--- config.mk ---
export PLATFORM = sky130hd
export DESIGN_NAME = erlang_c_residence_time_top
export DESIGN_NICKNAME = d
export VERILOG_FILES = /design/src/rtl/ercrt_pkg.sv /design/src/rtl/ercrt_mul.sv /design/src/rtl/ercrt_div.sv /design/src/rtl/erlang_c_residence_time_top.sv
export SDC_FILE = /design/constraint.sdc
export NUM_CORES = 2
export LEC_CHECK = 0
export BUFFER_PORTS_ARGS = -buffer_cell sky130_fd_sc_hd__buf_2
export CAP_MARGIN = 5
export CORE_ASPECT_RATIO = 0.6
export CORE_MARGIN = 4
export CORE_UTILIZATION = 60
export DETAILED_ROUTE_END_ITERATION = 12
export GPL_ROUTABILITY_DRIVEN = 0
export PLACE_DENSITY = 0.74
export SYNTH_ARGS = -nofsm -noshare
export SYNTH_HDL_FRONTEND = slang
export SYNTH_HIERARCHICAL = 1
export SYNTH_SLANG_ARGS = --single-unit
--- constraint.sdc ---
create_clock -name clk -period 18.8 [get_ports clk]
set_clock_uncertainty 0.1 [all_clocks]
set_input_delay 2.82 -clock clk [delete_from_list [all_inputs] [get_ports clk]]
set_output_delay 2.82 -clock clk [all_outputs]
set_load 0.05 [all_outputs]
--- src/rtl/ercrt_pkg.sv ---
package ercrt_pkg;

  // widths of the interface fields
  localparam int unsigned RateW   = 32;
  localparam int unsigned ServerW = 11;

  // largest server count honored; larger requests are clamped
  localparam logic [ServerW-1:0] MAX_SERVERS = 11'd1024;

  // internal widths: load below 2^42, divisors below 2^44
  localparam int unsigned LoadW = 42;
  localparam int unsigned DivW  = 44;
  localparam int unsigned DvdW  = 64;
  localparam int unsigned CntW  = 7;

  // 1.0 in the 32-fraction-bit format
  localparam logic [32:0] ONE_Q32 = 33'h1_0000_0000;

  // iteration counts of the divider
  localparam logic [CntW-1:0] ITERS_Q32 = 7'd32;
  localparam logic [CntW-1:0] ITERS_INT = 7'd64;

  typedef struct packed {
    logic [RateW-1:0]   arrival_rate;
    logic [RateW-1:0]   service_time;
    logic [ServerW-1:0] server_count;
  } in_t;

  typedef struct packed {
    logic [RateW-1:0] residence_time;
    logic             saturated;
  } out_t;

  // request to the shared divider
  typedef struct packed {
    logic            start;
    logic [DivW-1:0] rem_init;
    logic [DvdW-1:0] dividend;
    logic [DivW-1:0] divisor;
    logic [CntW-1:0] iters;
  } div_req_t;

  // divider status back to the sequencer
  typedef struct packed {
    logic            done;
    logic [DvdW-1:0] quotient;
  } div_rsp_t;

endpackage

--- src/rtl/ercrt_mul.sv ---
// shared 32x32 multiplier, product registered
module ercrt_mul (
  input  logic        clk,
  input  logic [31:0] op_a,
  input  logic [31:0] op_b,
  output logic [63:0] prod
);

  always_ff @(posedge clk) begin
    prod <= 64'(op_a) * 64'(op_b);
  end

endmodule

--- src/rtl/ercrt_div.sv ---
// shared restoring divider, one quotient bit per cycle
module ercrt_div (
  input  logic                clk,
  input  logic                rst,
  input  ercrt_pkg::div_req_t req,
  output ercrt_pkg::div_rsp_t rsp
);

  logic                            busy;
  logic                            done;
  logic [ercrt_pkg::DivW-1:0]      rem;
  logic [ercrt_pkg::DvdW-1:0]      dvd;
  logic [ercrt_pkg::DivW-1:0]      dsr;
  logic [ercrt_pkg::DvdW-1:0]      quo;
  logic [ercrt_pkg::CntW-1:0]      cnt;
  logic [ercrt_pkg::DivW:0]        shifted;
  logic                            ge;
  logic [ercrt_pkg::DivW-1:0]      rem_next;

  // trial subtract of the shifted remainder
  always_comb begin
    shifted  = {rem, dvd[ercrt_pkg::DvdW-1]};
    ge       = shifted >= {1'b0, dsr};
    rem_next = ge ? ercrt_pkg::DivW'(shifted - {1'b0, dsr})
                  : shifted[ercrt_pkg::DivW-1:0];
  end

  // control
  always_ff @(posedge clk) begin
    if (rst) begin
      busy <= 1'b0;
      done <= 1'b0;
    end else begin
      done <= 1'b0;
      if (req.start) begin
        busy <= 1'b1;
      end else if (busy && cnt == ercrt_pkg::CntW'(1)) begin
        busy <= 1'b0;
        done <= 1'b1;
      end
    end
  end

  // datapath
  always_ff @(posedge clk) begin
    if (req.start) begin
      rem <= req.rem_init;
      dvd <= req.dividend;
      dsr <= req.divisor;
      cnt <= req.iters;
      quo <= '0;
    end else if (busy) begin
      rem <= rem_next;
      dvd <= {dvd[ercrt_pkg::DvdW-2:0], 1'b0};
      quo <= {quo[ercrt_pkg::DvdW-2:0], ge};
      cnt <= cnt - ercrt_pkg::CntW'(1);
    end
  end

  assign rsp.done     = done;
  assign rsp.quotient = quo;

endmodule

--- src/rtl/erlang_c_residence_time_top.sv ---
// Mean residence time of an M/M/m queue through Erlang B and Erlang C.
// Input channel in_valid/in_ready/in_data carries arrival rate and service
// time (unsigned Q16.16) and the server count m; output channel
// out_valid/out_ready/out_data carries the residence time (Q16.16) and a
// saturation flag. One transaction in gives exactly one transaction out.
// The block works on one item at a time: in_ready is high only while idle.
// Each Erlang B step runs the shared 32x32 multiplier (ST_MUL_LO, ST_MUL_HI,
// ST_MUL_SUM), a divider launch, the shared one-bit-per-cycle divider and
// an update; the final wait is an integer division. A saturated item
// (load at or above m, or m of zero) skips the recursion and returns all
// ones. Counts above 1024 are clamped to 1024. A new item is accepted
// only once the previous one has left the sequencer.
// The result sits in an output register; when the receiver stalls it holds
// there and the next item may be accepted meanwhile, but that item's
// result waits until the register is free. Synchronous reset returns the
// block to idle and drops any result not yet taken.
module erlang_c_residence_time_top (
  input  logic            clk,
  input  logic            rst,
  input  logic            in_valid,
  output logic            in_ready,
  input  ercrt_pkg::in_t  in_data,
  output logic            out_valid,
  input  logic            out_ready,
  output ercrt_pkg::out_t out_data
);

  typedef enum logic [3:0] {
    ST_IDLE, ST_MUL_E, ST_CHECK, ST_MUL_LO, ST_MUL_HI, ST_MUL_SUM, ST_MUL_MB,
    ST_PREP_C, ST_MUL_SC, ST_PREP_W, ST_DIV_START, ST_DIV_WAIT, ST_POST, ST_DONE
  } state_t;

  typedef enum logic [1:0] {PH_B, PH_C, PH_W} phase_t;

  state_t                          state;
  phase_t                          phase;
  logic [31:0]                     arr;
  logic [31:0]                     svc;
  logic [ercrt_pkg::ServerW-1:0]   m;
  logic [ercrt_pkg::LoadW-1:0]     e;
  logic [32:0]                     b;
  logic [ercrt_pkg::ServerW-1:0]   k;
  logic [31:0]                     acc;
  logic [42:0]                     p;
  logic [ercrt_pkg::DivW-1:0]      nreg;
  logic [ercrt_pkg::DivW-1:0]      dreg;
  logic [ercrt_pkg::DvdW-1:0]      sc;
  logic [ercrt_pkg::DvdW-1:0]      quot;
  ercrt_pkg::out_t                 result;

  logic [31:0]                     mul_a;
  logic [31:0]                     mul_b;
  logic [63:0]                     prod;
  ercrt_pkg::div_req_t             div_req;
  ercrt_pkg::div_rsp_t             div_rsp;

  logic [42:0]                     p_next;
  logic [ercrt_pkg::DivW-1:0]      m_sh;
  logic [64:0]                     sum;
  logic                            q_sat;

  ercrt_mul u_mul (
    .clk  (clk),
    .op_a (mul_a),
    .op_b (mul_b),
    .prod (prod)
  );

  ercrt_div u_div (
    .clk (clk),
    .rst (rst),
    .req (div_req),
    .rsp (div_rsp)
  );

  // operand select for the shared multiplier
  always_comb begin
    mul_a = b[31:0];
    mul_b = e[31:0];
    unique case (state)
      ST_MUL_E:  begin mul_a = arr;      mul_b = svc; end
      ST_MUL_LO: begin mul_a = b[31:0];  mul_b = e[31:0]; end
      ST_MUL_HI: begin mul_a = b[31:0];  mul_b = 32'(e[ercrt_pkg::LoadW-1:32]); end
      ST_MUL_MB: begin mul_a = b[31:0];  mul_b = 32'(m); end
      ST_MUL_SC: begin mul_a = svc;      mul_b = quot[31:0]; end
      default:   begin mul_a = b[31:0];  mul_b = e[31:0]; end
    endcase
  end

  // helper values
  always_comb begin
    m_sh   = {1'b0, m, 32'b0};
    p_next = b[32] ? 43'(e) : (43'(acc) + prod[42:0]);
    sum    = 65'(svc) + 65'(quot);
    q_sat  = (dreg == '0) || (nreg >= dreg);
  end

  // divider launch
  always_comb begin
    div_req.start    = 1'b0;
    div_req.rem_init = nreg;
    div_req.dividend = '0;
    div_req.divisor  = dreg;
    div_req.iters    = ercrt_pkg::ITERS_Q32;
    if (state == ST_DIV_START) begin
      if (phase == PH_W) begin
        div_req.start    = 1'b1;
        div_req.rem_init = '0;
        div_req.dividend = sc;
        div_req.iters    = ercrt_pkg::ITERS_INT;
      end else begin
        div_req.start = !q_sat;
      end
    end
  end

  assign in_ready = (state == ST_IDLE);

  // sequencer and output register
  always_ff @(posedge clk) begin
    if (rst) begin
      state     <= ST_IDLE;
      phase     <= PH_B;
      out_valid <= 1'b0;
    end else begin
      if (out_valid && out_ready && state != ST_DONE) begin
        out_valid <= 1'b0;
      end
      unique case (state)
        ST_IDLE: begin
          if (in_valid) begin
            arr   <= in_data.arrival_rate;
            svc   <= in_data.service_time;
            m     <= (in_data.server_count > ercrt_pkg::MAX_SERVERS)
                     ? ercrt_pkg::MAX_SERVERS : in_data.server_count;
            state <= ST_MUL_E;
          end
        end
        ST_MUL_E: begin
          state <= ST_CHECK;
        end
        ST_CHECK: begin
          if (prod[63:32] >= 32'(m)) begin
            result.residence_time <= '1;
            result.saturated      <= 1'b1;
            state                 <= ST_DONE;
          end else begin
            e      <= prod[ercrt_pkg::LoadW-1:0];
            k      <= ercrt_pkg::ServerW'(1);
            nreg   <= ercrt_pkg::DivW'(prod[ercrt_pkg::LoadW-1:0]);
            dreg   <= ercrt_pkg::DivW'(prod[ercrt_pkg::LoadW-1:0])
                      + ercrt_pkg::DivW'(ercrt_pkg::ONE_Q32);
            phase  <= PH_B;
            state  <= ST_DIV_START;
          end
        end
        ST_MUL_LO: begin
          state <= ST_MUL_HI;
        end
        ST_MUL_HI: begin
          acc   <= prod[63:32];
          state <= ST_MUL_SUM;
        end
        ST_MUL_SUM: begin
          if (phase == PH_B) begin
            nreg  <= ercrt_pkg::DivW'(p_next);
            dreg  <= {1'b0, k, 32'b0} + ercrt_pkg::DivW'(p_next);
            state <= ST_DIV_START;
          end else begin
            p     <= p_next;
            state <= ST_MUL_MB;
          end
        end
        ST_MUL_MB: begin
          state <= ST_PREP_C;
        end
        ST_PREP_C: begin
          // numerator m*B, denominator m - E + E*B
          nreg  <= prod[ercrt_pkg::DivW-1:0] + (b[32] ? m_sh : '0);
          dreg  <= m_sh - ercrt_pkg::DivW'(e) + ercrt_pkg::DivW'(p);
          state <= ST_DIV_START;
        end
        ST_MUL_SC: begin
          state <= ST_PREP_W;
        end
        ST_PREP_W: begin
          // service time times C over m - E
          sc    <= quot[32] ? {svc, 32'b0} : prod;
          dreg  <= m_sh - ercrt_pkg::DivW'(e);
          phase <= PH_W;
          state <= ST_DIV_START;
        end
        ST_DIV_START: begin
          if (phase != PH_W && q_sat) begin
            quot  <= ercrt_pkg::DvdW'(ercrt_pkg::ONE_Q32);
            state <= ST_POST;
          end else begin
            state <= ST_DIV_WAIT;
          end
        end
        ST_DIV_WAIT: begin
          if (div_rsp.done) begin
            quot  <= div_rsp.quotient;
            state <= ST_POST;
          end
        end
        ST_POST: begin
          unique case (phase)
            PH_B: begin
              b <= quot[32:0];
              if (k == m) begin
                phase <= PH_C;
              end else begin
                k <= k + ercrt_pkg::ServerW'(1);
              end
              state <= ST_MUL_LO;
            end
            PH_C: begin
              state <= ST_MUL_SC;
            end
            default: begin
              result.residence_time <= sum[64:32] != '0 ? '1 : sum[31:0];
              result.saturated      <= 1'b0;
              state                 <= ST_DONE;
            end
          endcase
        end
        ST_DONE: begin
          if (!out_valid || out_ready) begin
            out_data  <= result;
            out_valid <= 1'b1;
            state     <= ST_IDLE;
          end
        end
        default: begin
          state <= ST_IDLE;
        end
      endcase
    end
  end

endmodule

==> reports/results.txt <==
The flow ran to the end, and the final reports show no timing, DRC or antenna violations. The worst min-delay path category was register to register. The path type of the worst setup path is register to register. The insertion delay of the later-clocked pin in the worst-skew pair came out at 0.69 ns. For the initial antenna violation count, the log shows 23.

The aggregate negative setup slack was 0 ns; the area added between synthesis and finish was 5.65%. The startpoint identified for the worst register-to-register timing path is state[3]. Counting along the longest clock path gives a buffer depth of 3. The tree is rooted in a clkbuf_16. Setup repair after global routing left no endpoint under its margin. The tools report the launch point of the critical path as state[3]. The H-tree was split into 3 levels.

The number of max-slew violations in the final report is 0, and the post-detailed-placement half-perimeter wirelength is 181 mm. In this run, synthesis inferred 677 flip-flops with an integrated enable. STA classifies the critical path endpoint as a register. The run gives 0 as the number of endpoints failing setup at the final stage. The post-synth design cell area came out at 78900 µm². Data on the critical path is required at its endpoint by 19.28 ns. The fraction of the mapped netlist area in adder cells was 30.9%; the headroom to the max-slew limit was 3.49%. 114 I/O pins were placed. The number of placement rows is 102.

For this run, the leading register cell type out of synthesis is edfxtp_1. Post-CTS timing repair inserted 0 buffers for setup. Of the post-synthesis cell area, the part taken by muxes is 2.95%. For this configuration, the core starts out at a cell density of 60.8%. In this run the vertical extent of the chip is 289 µm. The number of instances in the synthesized netlist is 8025, and the number of detailed-routing iterations run before antenna repair is 13. The floorplan step defined a die boundary enclosing 137000 µm². After Yosys synthesis, XOR and XNOR cells account for 3.10% of the synthesized area. Summing over every cut layer, the via total after detailed routing is 60800.

During synthesis, Yosys emitted a total of 6 warnings. The floorplan step set the die width to 476 µm. Along the worst path, the maximum fanout reaches 67. The via count of the first global-routing pass is 60300, and the slew at the pin closest to its max-slew limit is 1.45 ns.

Gates resized during post-CTS repair numbered 0. The first global-routing pass estimated 365 mm of wire. The share of synthesized cell area in and, or, nand and nor gates is 16.3%, and the hold violation count in the final report is 0. The commonest cells after synthesis are inv_1 (1173), nand2_1 (903), fa_1 (902). The startpoint identified for the worst hold timing path is result[2]. The proportion of layout cells with a drive suffix above 1 was 7.35%; the final non-filler cell total was 9687. Synthesis instantiated 109 different standard cells from the library. The clock transition at the registers of the reported paths came out at 0.08 ns. TritonCTS built the clock tree. In this design, the largest share of critical-path delay is due to adder cells.

The most prevalent standard cell on the critical path is fa_1. Across the run, the number of max-cap violations was 0. After detailed routing, the number of remaining DRC violations is 0. The tools report the post-cts hold buffer count as 0. The area fraction of the dominant cell type after synthesis was 25.8%. The main combinational cell family by area after synthesis is adder cells. Of all flip-flops after synthesis, the portion carrying an async set or reset was 0%.

The post-synthesis sequential area ratio was 29.3%; the share of the cycle needed by the critical path after routing was 59.1%. The buffers plus inverters on the worst setup path was 10; the count of clock tree sinks was 814. Dividing the detail-routed via count by the number of cells gives 6.27. The setup check on the worst reg-to-reg path leaves a slack of 7.69 ns. Based on the critical path, the design can be clocked at up to 90.0 MHz.

Pin count of the biggest net entering global routing: 109. In the global route stage, overall resource usage came out at 35.2%. Summing the areas of all compound-gate instances in the mapped netlist gives 9.74% of the synthesized area.

The instance area at placement was 80900 µm²; the delay of the slowest cell on the worst path was 0.84 ns. The finished cells cover 83300 µm². The most used standard cell by instance count after synthesis was inv_1.

For this design, the slowest cell found on the critical path is a21oi_1. The run gives 70 as the number of buffers inserted during clock tree synthesis. The cell type contributing the most total cell area after synthesis was edfxtp_1. After detailed routing, the average wire length per cell comes to 24.8 µm.

The tools report the iteration-0 DRC count of the detailed router as 8158. Total wire length after detailed routing: 240 mm. In this run the mean area of a mapped cell was 9.83 µm².

The count of nets left with antenna violations once routing finished came out at 0. The kind of start point of the critical path was a register. Synthesis inferred 814 register bits.

After detailed placement, the design holds a cell count of 9547. Ranked by total cell area, the synthesized netlist is headed by edfxtp_1 (26%), fa_1 (23%), ha_1 (8.0%). The number of buffers inserted by port buffering was 113; the aggregate global routing overflow was 0. For this run, the post-layout net count is 9391. The final critical delay including setup and external delays was 11.11 ns; the worst path arrival time was 11.59 ns. The total area inside the core boundary comes to 130000 µm².
-- registers in the layout, indices dropped and copies added (netlist names), 33 cells and up --
signal,count
u_div/dsr,44
out_data,33
e,42
u_div/quo,64
sc,64
u_div/dvd,64
nreg,44
p,43
u_div/rem,44
dreg,44
b,33
u_mul/prod,64
result,33
quot,64
-- metrics by stage --
step | setup WS, ns | utilization [%] | hold slack [ns]
floorplan | 4.91 | - | 0.300
global placement | 8.55 | 62.3 | 0.303
detailed placement | 8.34 | 62.3 | 0.305
CTS | 8.25 | 64.2 | 0.319
global route | 7.47 | 64.2 | 0.325
finish | 7.69 | 64.2 | 0.319
-- kinds of logic after synthesis --
group / count (synthesis)
and+or+nand+nor: 2550
buffers and inverters: 1585
adders and majority gates: 1409
AOI/OAI and AO/OA: 1172
DFF: 814
xor gates and xnor gates: 279
muxes: 215
other: 1
-- final cells by class --
class                      count  area [µm²]
tap                         1716        2150
multi-input combinational   5630       50000
fill                       10300       46500
clock inverter                33         384
antenna                       12        30.0
timing repair buffer         213        1320
clock buffer                  95        1980
sequential                   814       23100
inverter                    1174        4410
-- worst register-to-register path: cells and delay by family (launching register included) --
| family | cells | cell delay (ns) |
|---|---|---|
| xor+xnor | 1 | 0.14 |
| buf+inv | 10 | 1.87 |
| compound gates | 6 | 2.17 |
| simple gates | 7 | 1.56 |
| fa+ha+maj | 9 | 4.43 |
| flops | 1 | 0.75 |
-- worst paths after layout --
| path | end | cells after the start |
|---|---|---|
| worst max-delay path | u_mul/prod[39] | 33 |
| worst min-delay path | out_data[2] | 0 |
| worst max register to register | u_mul/prod[39] | 33 |
| worst min register to register | out_data[2] | 0 |
-- per-layer routing --
layer  global-route usage, %  vias up  part of all wire [%]
met5                   0.798        -                  0.21
met3                    14.1      561                    16
met1                    52.7    29900                    41
li1                        -    26200                     -
met2                    46.5     4133                    38
met4                    11.0       14                   3.7
-- cells in the final DEF, fill, tap and decap left out, types with 26 or more instances in the layout --
master and n:
inv_1 1171, fa_1 902, nand2_1 896, and2_1 731, edfxtp_1 677, ha_1 507, nor2_1 331, a21oi_1 307
o21ai_0 269, xnor2_1 154, mux2_2 139, dfxtp_1 136, xor2_1 125, nor2b_1 119, buf_2 113, a21o_1 112
buf_4 100, nand3_1 79, mux2i_1 76, nand4_1 75, clkbuf_16 73, nor3_1 72, a22oi_1 72, o21bai_1 50
nand2b_1 37, a222oi_1 37, o21a_1 36, o31ai_1 35, nor4_1 34, and3_1 34, a211oi_1 30, nand3_2 28
a31oi_1 26
Power is not shown: default switching activity piles up to over one toggle a cycle in this logic, so the estimate is an artifact.
